$ cat src/rtl/core/fppi_pkg.sv
// Shared constants and types for the pulse peak and integral block.
package fppi_pkg;

  localparam int NUM_CHANNELS = 4;
  localparam int HEADER_BYTES = 32;
  localparam int MAX_SAMPLES  = 1008;
  localparam int MAX_WINDOW   = 64;
  localparam int WINDOW_RESET = 40;

  localparam int POS_W      = 11;
  localparam int CNT_W      = 10;
  localparam int WIN_W      = 7;
  localparam int BYTE_W     = 8;
  localparam int SAMPLE_W   = 12;
  localparam int PSUM_W     = 18;
  localparam int SUM_W      = 22;
  localparam int FRAC_W     = 6;
  localparam int PED_W      = PSUM_W + FRAC_W;
  localparam int PROD_W     = CNT_W + PED_W;
  localparam int PEAK_W     = 18;
  localparam int INTEG_W    = 29;
  localparam int CH_W       = 2;
  localparam int MASK_W     = 4;
  localparam int STEP_W     = 5;
  localparam int CFG_IDX_W  = 2;
  localparam int CFG_DATA_W = 10;

  typedef enum logic [CFG_IDX_W-1:0] {
    REG_SAMPLES = 2'd0,
    REG_WINDOW  = 2'd1,
    REG_MASK    = 2'd2,
    REG_SPARE   = 2'd3
  } cfg_reg_t;

  typedef struct packed {
    logic                    step;
    logic                    take_low;
    logic                    take_high;
    logic                    in_window;
    logic                    close;
    logic [WIN_W-1:0]        pedn;
    logic [CNT_W-1:0]        count;
    logic [NUM_CHANNELS-1:0] mask;
  } fppi_ctl_t;

  typedef struct packed {
    logic               idle;
    logic               done;
    logic [PEAK_W-1:0]  peak;
    logic [INTEG_W-1:0] integral;
  } fppi_res_t;

endpackage

$ cat src/rtl/core/fppi_lane.sv
// One channel lane: sample accumulation, pedestal divider and result arithmetic.
module fppi_lane
  import fppi_pkg::*;
(
  input  logic              clk,
  input  logic              rst,
  input  fppi_ctl_t         ctl,
  input  logic [BYTE_W-1:0] byte_in,
  input  logic              release_lanes,
  output fppi_res_t         res
);

  typedef enum logic [2:0] {L_IDLE, L_DIV, L_MUL, L_SUB, L_DONE} state_t;

  state_t              st;
  logic [BYTE_W-1:0]   low_hold;
  logic [PSUM_W-1:0]   psum;
  logic [SAMPLE_W-1:0] max_smp;
  logic [SUM_W-1:0]    ssum;

  logic [STEP_W-1:0]   step_cnt;
  logic [PED_W-1:0]    dvd;
  logic [WIN_W-1:0]    rem;
  logic [WIN_W-1:0]    divisor;
  logic [CNT_W-1:0]    count_s;
  logic [SAMPLE_W-1:0] max_s;
  logic [SUM_W-1:0]    sum_s;
  logic [PROD_W-1:0]   prod;
  logic [PEAK_W-1:0]   peak;
  logic [INTEG_W-1:0]  integ;

  logic [SAMPLE_W-1:0] smp;
  logic [PSUM_W-1:0]   psum_next;
  logic [SAMPLE_W-1:0] max_next;
  logic [SUM_W-1:0]    ssum_next;
  logic [WIN_W:0]      trial;
  logic [WIN_W:0]      trial_diff;
  logic                fits;
  logic [PED_W-1:0]    max_ext;
  logic [PED_W-1:0]    peak_diff;

  always_comb begin
    smp       = {byte_in[3:0], low_hold};
    psum_next = psum;
    max_next  = max_smp;
    ssum_next = ssum;
    if (ctl.take_high) begin
      if (ctl.in_window) begin
        psum_next = psum + PSUM_W'(smp);
      end
      if (smp > max_smp) begin
        max_next = smp;
      end
      ssum_next = ssum + SUM_W'(smp);
    end
  end

  assign trial      = {rem, dvd[PED_W-1]};
  assign fits       = trial >= {1'b0, divisor};
  assign trial_diff = trial - {1'b0, divisor};
  assign max_ext    = PED_W'({max_s, {FRAC_W{1'b0}}});
  assign peak_diff  = max_ext - dvd;

  always_ff @(posedge clk) begin
    if (rst) begin
      st       <= L_IDLE;
      low_hold <= '0;
      psum     <= '0;
      max_smp  <= '0;
      ssum     <= '0;
    end else begin
      if (ctl.step) begin
        if (ctl.close) begin
          low_hold <= '0;
          psum     <= '0;
          max_smp  <= '0;
          ssum     <= '0;
          dvd      <= {psum_next, {FRAC_W{1'b0}}};
          rem      <= '0;
          divisor  <= ctl.pedn;
          count_s  <= ctl.count;
          max_s    <= max_next;
          sum_s    <= ssum_next;
          step_cnt <= STEP_W'(PED_W - 1);
          st       <= L_DIV;
        end else begin
          if (ctl.take_low) begin
            low_hold <= byte_in;
          end
          psum    <= psum_next;
          max_smp <= max_next;
          ssum    <= ssum_next;
        end
      end
      case (st)
        L_IDLE: begin
        end
        L_DIV: begin
          dvd <= {dvd[PED_W-2:0], fits};
          rem <= fits ? trial_diff[WIN_W-1:0] : trial[WIN_W-1:0];
          step_cnt <= step_cnt - STEP_W'(1);
          if (step_cnt == '0) begin
            st <= L_MUL;
          end
        end
        L_MUL: begin
          prod <= PROD_W'(count_s) * PROD_W'(dvd);
          st   <= L_SUB;
        end
        L_SUB: begin
          peak  <= (max_ext > dvd) ? peak_diff[PEAK_W-1:0] : '0;
          integ <= {1'b0, sum_s, {FRAC_W{1'b0}}} - prod[INTEG_W-1:0];
          st    <= L_DONE;
        end
        L_DONE: begin
          if (release_lanes) begin
            st <= L_IDLE;
          end
        end
        default: begin
          st <= L_IDLE;
        end
      endcase
    end
  end

  assign res.idle     = (st == L_IDLE);
  assign res.done     = (st == L_DONE);
  assign res.peak     = peak;
  assign res.integral = integ;

  assert property (@(posedge clk) disable iff (rst)
    (st == L_DIV && step_cnt == '0) |=> (st == L_MUL))
    else $error("divider left early or late");

  assert property (@(posedge clk) disable iff (rst)
    (ctl.step && ctl.close) |-> (st == L_IDLE))
    else $error("event closed while lane busy");

  assert property (@(posedge clk) disable iff (rst)
    (st == L_MUL) |-> (divisor != '0))
    else $error("zero pedestal divisor");

endmodule

$ cat src/rtl/core/fppi_merge.sv
// Merge stage: walks enabled lanes in channel order into the output register.
module fppi_merge
  import fppi_pkg::*;
(
  input  logic                    clk,
  input  logic                    rst,
  input  fppi_ctl_t               ctl,
  input  fppi_res_t               res [NUM_CHANNELS],
  output logic                    release_lanes,
  output logic                    out_valid,
  input  logic                    out_ready,
  output logic [CH_W-1:0]         channel,
  output logic [PEAK_W-1:0]       peak_q6,
  output logic signed [INTEG_W-1:0] integral_q6,
  output logic                    last
);

  logic [NUM_CHANNELS-1:0] pending;
  logic [NUM_CHANNELS-1:0] sel_hot;
  logic [CH_W-1:0]         sel;
  logic                    all_done;
  logic                    adv;

  always_comb begin
    sel      = '0;
    sel_hot  = '0;
    all_done = 1'b1;
    for (int i = NUM_CHANNELS - 1; i >= 0; i--) begin
      if (pending[i]) begin
        sel     = CH_W'(i);
        sel_hot = NUM_CHANNELS'(1) << i;
      end
      if (!res[i].done) begin
        all_done = 1'b0;
      end
    end
  end

  assign adv           = all_done && (pending != '0) && (!out_valid || out_ready);
  assign release_lanes = all_done && (pending == '0);

  always_ff @(posedge clk) begin
    if (rst) begin
      pending   <= '0;
      out_valid <= 1'b0;
    end else begin
      if (ctl.step && ctl.close) begin
        pending <= ctl.mask;
      end else if (adv) begin
        pending <= pending & ~sel_hot;
      end
      if (adv) begin
        out_valid   <= 1'b1;
        channel     <= sel;
        peak_q6     <= res[sel].peak;
        integral_q6 <= res[sel].integral;
        last        <= (pending & ~sel_hot) == '0;
      end else if (out_ready) begin
        out_valid <= 1'b0;
      end
    end
  end

  assert property (@(posedge clk) disable iff (rst)
    adv |-> $onehot(sel_hot))
    else $error("no single lane selected");

  assert property (@(posedge clk) disable iff (rst)
    (ctl.step && ctl.close) |-> (pending == '0))
    else $error("new event while results pending");

  assert property (@(posedge clk) disable iff (rst)
    release_lanes |-> !adv)
    else $error("lanes released during transfer");

endmodule

$ cat src/rtl/core/fadc_pulse_peak_integral.sv
// Top level: event position, configuration, four channel lanes and merge stage.
// Takes one input transfer per cycle; byte lanes are processed in parallel.
// Closing an event starts the 24-step pedestal divider, multiply and subtract; results
// then leave through the output register one per cycle while out_ready is high.
// Input stalls only if an event closes before the previous results have left.
// Synchronous reset restores the configuration defaults and clears all accumulators.
module fadc_pulse_peak_integral
  import fppi_pkg::*;
(
  input  logic                      clk,
  input  logic                      rst,
  input  logic                      in_valid,
  output logic                      in_ready,
  input  logic [BYTE_W-1:0]         byte_lane0,
  input  logic [BYTE_W-1:0]         byte_lane1,
  input  logic [BYTE_W-1:0]         byte_lane2,
  input  logic [BYTE_W-1:0]         byte_lane3,
  input  logic                      cfg_valid,
  output logic                      cfg_ready,
  input  logic [CFG_IDX_W-1:0]      cfg_index,
  input  logic [CFG_DATA_W-1:0]     cfg_data,
  output logic                      out_valid,
  input  logic                      out_ready,
  output logic [CH_W-1:0]           channel,
  output logic [PEAK_W-1:0]         peak_q6,
  output logic signed [INTEG_W-1:0] integral_q6,
  output logic                      last
);

  logic [CNT_W-1:0]  samples_per_event;
  logic [WIN_W-1:0]  pedestal_window;
  logic [MASK_W-1:0] channel_mask;
  logic [POS_W-1:0]  pos;

  logic [CNT_W-1:0]  ns_eff;
  logic [WIN_W-1:0]  win_eff;
  logic [POS_W:0]    len;
  logic [POS_W:0]    pos_inc;
  logic [POS_W:0]    consumed;
  logic [POS_W-1:0]  off;
  logic              in_body;
  logic              close_now;
  logic [CNT_W-1:0]  count;
  logic              all_idle;
  logic              any_idle;
  logic              release_lanes;
  fppi_ctl_t         ctl;
  fppi_res_t         res [NUM_CHANNELS];
  logic [BYTE_W-1:0] lane_bytes [NUM_CHANNELS];

  assign lane_bytes[0] = byte_lane0;
  assign lane_bytes[1] = byte_lane1;
  assign lane_bytes[2] = byte_lane2;
  assign lane_bytes[3] = byte_lane3;

  always_comb begin
    if (samples_per_event == '0) begin
      ns_eff = CNT_W'(1);
    end else if (samples_per_event > CNT_W'(MAX_SAMPLES)) begin
      ns_eff = CNT_W'(MAX_SAMPLES);
    end else begin
      ns_eff = samples_per_event;
    end
    if (pedestal_window == '0) begin
      win_eff = WIN_W'(1);
    end else if (pedestal_window > WIN_W'(MAX_WINDOW)) begin
      win_eff = WIN_W'(MAX_WINDOW);
    end else begin
      win_eff = pedestal_window;
    end
  end

  assign len       = (POS_W+1)'(HEADER_BYTES) + {1'b0, ns_eff, 1'b0};
  assign pos_inc   = {1'b0, pos} + (POS_W+1)'(1);
  assign close_now = pos_inc >= len;
  assign in_body   = pos >= POS_W'(HEADER_BYTES);
  assign off       = pos - POS_W'(HEADER_BYTES);
  assign consumed  = pos_inc - (POS_W+1)'(HEADER_BYTES);
  assign count     = consumed[CNT_W:1];

  always_comb begin
    all_idle = 1'b1;
    any_idle = 1'b0;
    for (int i = 0; i < NUM_CHANNELS; i++) begin
      all_idle = all_idle & res[i].idle;
      any_idle = any_idle | res[i].idle;
    end
  end

  assign in_ready  = all_idle || !close_now;
  assign cfg_ready = 1'b1;

  always_comb begin
    ctl.step      = in_valid && in_ready;
    ctl.take_low  = in_body && !off[0];
    ctl.take_high = in_body && off[0];
    ctl.in_window = off[POS_W-1:1] < {3'b0, win_eff};
    ctl.close     = close_now;
    ctl.pedn      = (count < {3'b0, win_eff}) ? count[WIN_W-1:0] : win_eff;
    ctl.count     = count;
    ctl.mask      = channel_mask;
  end

  always_ff @(posedge clk) begin
    if (rst) begin
      samples_per_event <= CNT_W'(MAX_SAMPLES);
      pedestal_window   <= WIN_W'(WINDOW_RESET);
      channel_mask      <= MASK_W'(15);
      pos               <= '0;
    end else begin
      if (cfg_valid && cfg_ready) begin
        case (cfg_index)
          REG_SAMPLES: samples_per_event <= cfg_data;
          REG_WINDOW:  pedestal_window   <= cfg_data[WIN_W-1:0];
          REG_MASK:    channel_mask      <= cfg_data[MASK_W-1:0];
          default: begin
          end
        endcase
      end
      if (ctl.step) begin
        pos <= close_now ? '0 : pos_inc[POS_W-1:0];
      end
    end
  end

  for (genvar g = 0; g < NUM_CHANNELS; g++) begin : g_lane
    fppi_lane u_lane (
      .clk           (clk),
      .rst           (rst),
      .ctl           (ctl),
      .byte_in       (lane_bytes[g]),
      .release_lanes (release_lanes),
      .res           (res[g])
    );
  end

  fppi_merge u_merge (
    .clk           (clk),
    .rst           (rst),
    .ctl           (ctl),
    .res           (res),
    .release_lanes (release_lanes),
    .out_valid     (out_valid),
    .out_ready     (out_ready),
    .channel       (channel),
    .peak_q6       (peak_q6),
    .integral_q6   (integral_q6),
    .last          (last)
  );

  assert property (@(posedge clk) disable iff (rst)
    any_idle |-> all_idle)
    else $error("lanes out of step");

  assert property (@(posedge clk) disable iff (rst)
    (ctl.step && close_now) |=> (pos == '0))
    else $error("position not cleared at event end");

  assert property (@(posedge clk) disable iff (rst)
    (ctl.step && close_now) |-> (count != '0))
    else $error("event closed with no samples");

endmodule
$ cat config.mk
export PLATFORM = sky130hd
export DESIGN_NAME = fadc_pulse_peak_integral
export DESIGN_NICKNAME = d
export VERILOG_FILES = /design/src/rtl/core/fppi_pkg.sv /design/src/rtl/core/fppi_lane.sv /design/src/rtl/core/fppi_merge.sv /design/src/rtl/core/fadc_pulse_peak_integral.sv
export SDC_FILE = /design/constraint.sdc
export NUM_CORES = 2
export LEC_CHECK = 0
export BUFFER_PORTS_ARGS = -buffer_cell sky130_fd_sc_hd__buf_2
export CAP_MARGIN = 10
export CELL_PAD_IN_SITES_DETAIL_PLACEMENT = 0
export CELL_PAD_IN_SITES_GLOBAL_PLACEMENT = 1
export CORE_ASPECT_RATIO = 1.25
export CORE_UTILIZATION = 30
export CTS_BUF_LIST = sky130_fd_sc_hd__clkbuf_4 sky130_fd_sc_hd__clkbuf_8
export CTS_CLUSTER_SIZE = 24
export DETAILED_ROUTE_END_ITERATION = 6
export GPL_TIMING_DRIVEN = 0
export PLACE_DENSITY = 0.61
export SLEW_MARGIN = 10
export SYNTH_ARGS = -nofsm -noshare
export SYNTH_HDL_FRONTEND = slang
export SYNTH_SLANG_ARGS = --single-unit
$ cat constraint.sdc
create_clock -name clk -period 11.1 [get_ports clk]
set_input_delay 1.11 -clock clk [delete_from_list [all_inputs] [get_ports clk]]
set_output_delay 1.11 -clock clk [all_outputs]
set_load 0.01 [all_outputs]
==> results by group <==
Timing
  – Achievable clock frequency: 110 MHz
  – Setup repair after global routing missed its margin: false
  – Maximum clock skew at final layout: 129 ps
  – Final setup violation count: 0
  – Final critical delay including setup and external delays: 9090 ps
  – Slew at the pin with the worst max-slew slack: 1440 ps
  – Share of the cycle needed by the critical path after routing: 0.819
  – Remaining max-slew budget at the tightest pin: 0.0272
  – Worst hold slack across all endpoints: 382 ps
  – Setup TNS Final: 0 ps
  – Max-slew violation count: 0
  – Hold Violations, Final: 0

Power and ir drop
  – Switching power share of the total: 0.354
  – Leakage dissipation: 37.3 nW
  – Clk pwr share: 0.310
  – Sequential group share of total power: 0.330
  – Peak supply drop: 0.0963 mV
  – Ratio of total power to cell area: 139 mW/mm^2
  – Combinational fraction of design power: 0.359
  – Pint: 0.00781 W
  – Net switching power figure: 0.00429 W

Die
  – Die width: 456 um
  – Boundary pin count: 102
  – Core box area: 0.257 sq mm
  – Vert. Die Dim: 570 um
  – Floorplan row count: 208
  – Floorplan die area: 0.260 sq mm
  – Initial Utilization: 0.301

Worst setup path
  – Worst Setup EP: g_lane[0].u_lane.prod[28]$_DFFE_PP_
  – Capturing point of the worst reg2reg path: g_lane[0].u_lane.prod[28]$_DFFE_PP_
  – R2R depth: 21
  – Kind of start point of the critical path: flip-flop
  – Crit path arrival time: 9700 ps
  – Critical Path Start: g_lane[3].u_lane.count_s[9]$_DFFE_PP_
  – Highest net fanout along the worst path: 10
  – Worst reg-to-reg setup slack: 2010 ps
  – Crit. End Element: flip-flop
  – Crit Reg-Reg Startpoint: g_lane[3].u_lane.count_s[9]$_DFFE_PP_
  – Crit Path Category: reg2reg
  – Endpoint required time on the critical path: 11700 ps

Final layout
  – Area grow syn2layout: 12.1%
  – Fraction of final layout cells with drive strength greater than 1: 0.0700
  – Number of nets at the end of the flow: 9700
  – Most common cell after layout, fill and taps aside: inv_1
  – Design Area, Final: 0.0868 sq mm
  – Commonest cells after routing, fill and taps aside: inv_1 (993), nand2_1 (967), fa_1 (676), edfxtp_1 (651), ha_1 (541)

Clock network
  – Root buf cell: clkbuf_8
  – Clock sink total: 940
  – Level count of the clock H-tree: 4
  – Clock latency on the worst-skew pair: 960 ps
  – Post-CTS Setup Inserts: 0
  – Resize count post-CTS: 0
  – Clock tree from TritonCTS: yes
  – Clock Tree Buf Depth: 4
  – Reg clk slew, reported paths: 60 ps
  – Quantity of hold-fixing buffers added after cts: 0
  – Number of buffers inserted during clock tree synthesis: 179

Synth
  – Cells after synthesis: 8098
  – Post-synthesis async set-or-reset flop share: 0
  – Synthesis warning total: 0
  – Top FF cell, synth: edfxtp_1
  – Post-synth net total: 9364
  – Mapped cell area: 0.0774 sq mm
  – Number of flops mapped to enable cells by yosys: 651
  – Fraction of the yosys area taken by sequential cells: 0.327
  – Unique cell type count in the Yosys netlist: 83
  – Register bit total from synthesis: 940
  – Average size of a mapped cell: 9.56 sq um

Global routing
  – Number of antenna violations at the first check in global routing: 26
  – Remaining global-route overflow: 0
  – GRT Overall Usage: 0.225
  – Global-route wire length before repair: 423000 um
  – Maximum number of pins on one net before global-route repair: 48
  – Vias in the first global route: 60800

Placement
  – Sum of net half-perimeters after detailed placement: 244000 um
  – Post-place instance area: 0.0829 sq mm
  – Buffers added on ports: 100
  – Final weighted congestion of routability-driven global placement: 0.933

Drt
  – Residual antenna-violating net count after detailed routing: 0
  – Detailed Route WL: 298000 um
  – Routed len/inst: 24.9 um
  – Iter 0 DRT Violations: 4626
  – DRT Pass-1 Iters: 6
  – Detailed-route via count: 60300
  – DRC viols: 0
  – Vias per cell: 5.05

Flow run
  – Max-cap violations: 0

Hold path
  – Hold Path Stages: 3
  – Min-Delay Path Class: in2reg

Run status
  – Result of the run: complete, no violations
[flip-flops by register name, summed over array words and instances (netlist names), 12 cells and up]
register and count:
u_merge.integral_q6 29, u_merge.peak_q6 18, g_lane.u_lane.integ 116, g_lane.u_lane.prod 116, g_lane.u_lane.dvd 96, g_lane.u_lane.ssum 88
g_lane.u_lane.low_hold 32, g_lane.u_lane.st 12, g_lane.u_lane.psum 72, g_lane.u_lane.step_cnt 20, g_lane.u_lane.rem 28, g_lane.u_lane.sum_s 88
g_lane.u_lane.max_smp 48, g_lane.u_lane.max_s 48, g_lane.u_lane.peak 72
[how the worst min path moves through the flow]
stage,from,endpoint
after floorplan,channel_mask[3]$_SDFFE_PP1P_,u_merge.pending[3]$_SDFFE_PP0P_
after global placement,channel_mask[0]$_SDFFE_PP1P_,u_merge.pending[0]$_SDFFE_PP0P_
after detailed placement,channel_mask[0]$_SDFFE_PP1P_,u_merge.pending[0]$_SDFFE_PP0P_
after CTS,cfg_data[8],samples_per_event[8]$_SDFFE_PP1P_
after global routing,cfg_data[7],samples_per_event[7]$_SDFFE_PP1P_
final,cfg_data[8],samples_per_event[8]$_SDFFE_PP1P_
[cell families after synthesis]
logic type / Yosys count / synth area share
flops: 940 / 0.327
buf+inv: 1387 / 0.0675
xor+xnor: 462 / 0.0523
other cells: 1 / 0.0000484
fa+ha+maj: 1218 / 0.262
compound gates: 1453 / 0.123
simple gates: 2551 / 0.156
mux: 86 / 0.0120
[layout make-up]
| class | instances | area (sq um) |
|---|---|---|
| inverter | 994 | 3730 |
| fill | 26400 | 170000 |
| timing repair buffer | 155 | 1180 |
| clock inverter | 62 | 612 |
| buffer | 393 | 1530 |
| antenna | 9 | 22.5 |
| sequential | 940 | 25300 |
| clock buffer | 255 | 3200 |
| tap | 3360 | 4200 |
| multi-input combinational | 5771 | 47000 |
[metal layers]
metal,global-route usage,vias up,part of all wire
li1,-,27800,-
met2,0.371,1925,0.46
met5,0,-,0.00015
met1,0.271,29900,0.40
met3,0.0321,580,0.056
met4,0.160,8,0.082
[critical path, cell delays in order (launching register included)]
cell,delay [ps]
edfxtp_1,430
clkbuf_1,750
clkbuf_1,860
clkbuf_1,1070
and2_1,350
fa_1,460
fa_1,530
fa_1,440
fa_1,500
inv_1,50
fa_1,480
inv_1,40
ha_1,360
a21o_1,190
a21o_1,170
a221o_1,330
a31oi_1,360
o21ai_0,330
a211o_1,390
a21bo_2,210
o41ai_1,300
xnor2_1,110
[per-stage QoR]
step           setup WS [ps]  utilization  total power (W)  instances
6_report                2010        0.338           0.0121      11900
2_1_floorplan           1440            -          0.00710       8098
5_1_grt                 2020        0.338           0.0128      11900
4_1_cts                 2280        0.338           0.0122      11900
3_5_place_dp            2380        0.323          0.00838      11600
3_3_place_gp           -4290        0.320          0.00836      11600
[power by group through the flow]
stage	clock, W	combinational, W	sequential [W]
6_report	0.00376	0.00435	0.00400
5_1_grt	0.00397	0.00486	0.00400
4_1_cts	0.00385	0.00435	0.00399
3_5_place_dp	0	0.00432	0.00407
3_3_place_gp	0	0.00428	0.00408
2_1_floorplan	0	0.00304	0.00406
[cell usage after synthesis, drive strengths merged (85+ instances only)]
cell    count  area (sq um)
a211oi     85           643
a21o      184          1380
a21oi     343          1720
a22oi     160          1200
a31oi     141           882
and2      533          3330
clkbuf    368          1380
dfxtp     289          5790
edfxtp    651         19500
fa        676         13500
ha        541          6770
inv       994          3730
nand2     967          3630
nand3     107           536
nor2      539          2020
nor3       93           465
o21ai     245          1230
xnor2     326          2860
xor2      136          1190
No activity file was read; power rests on OpenSTA's default activity.
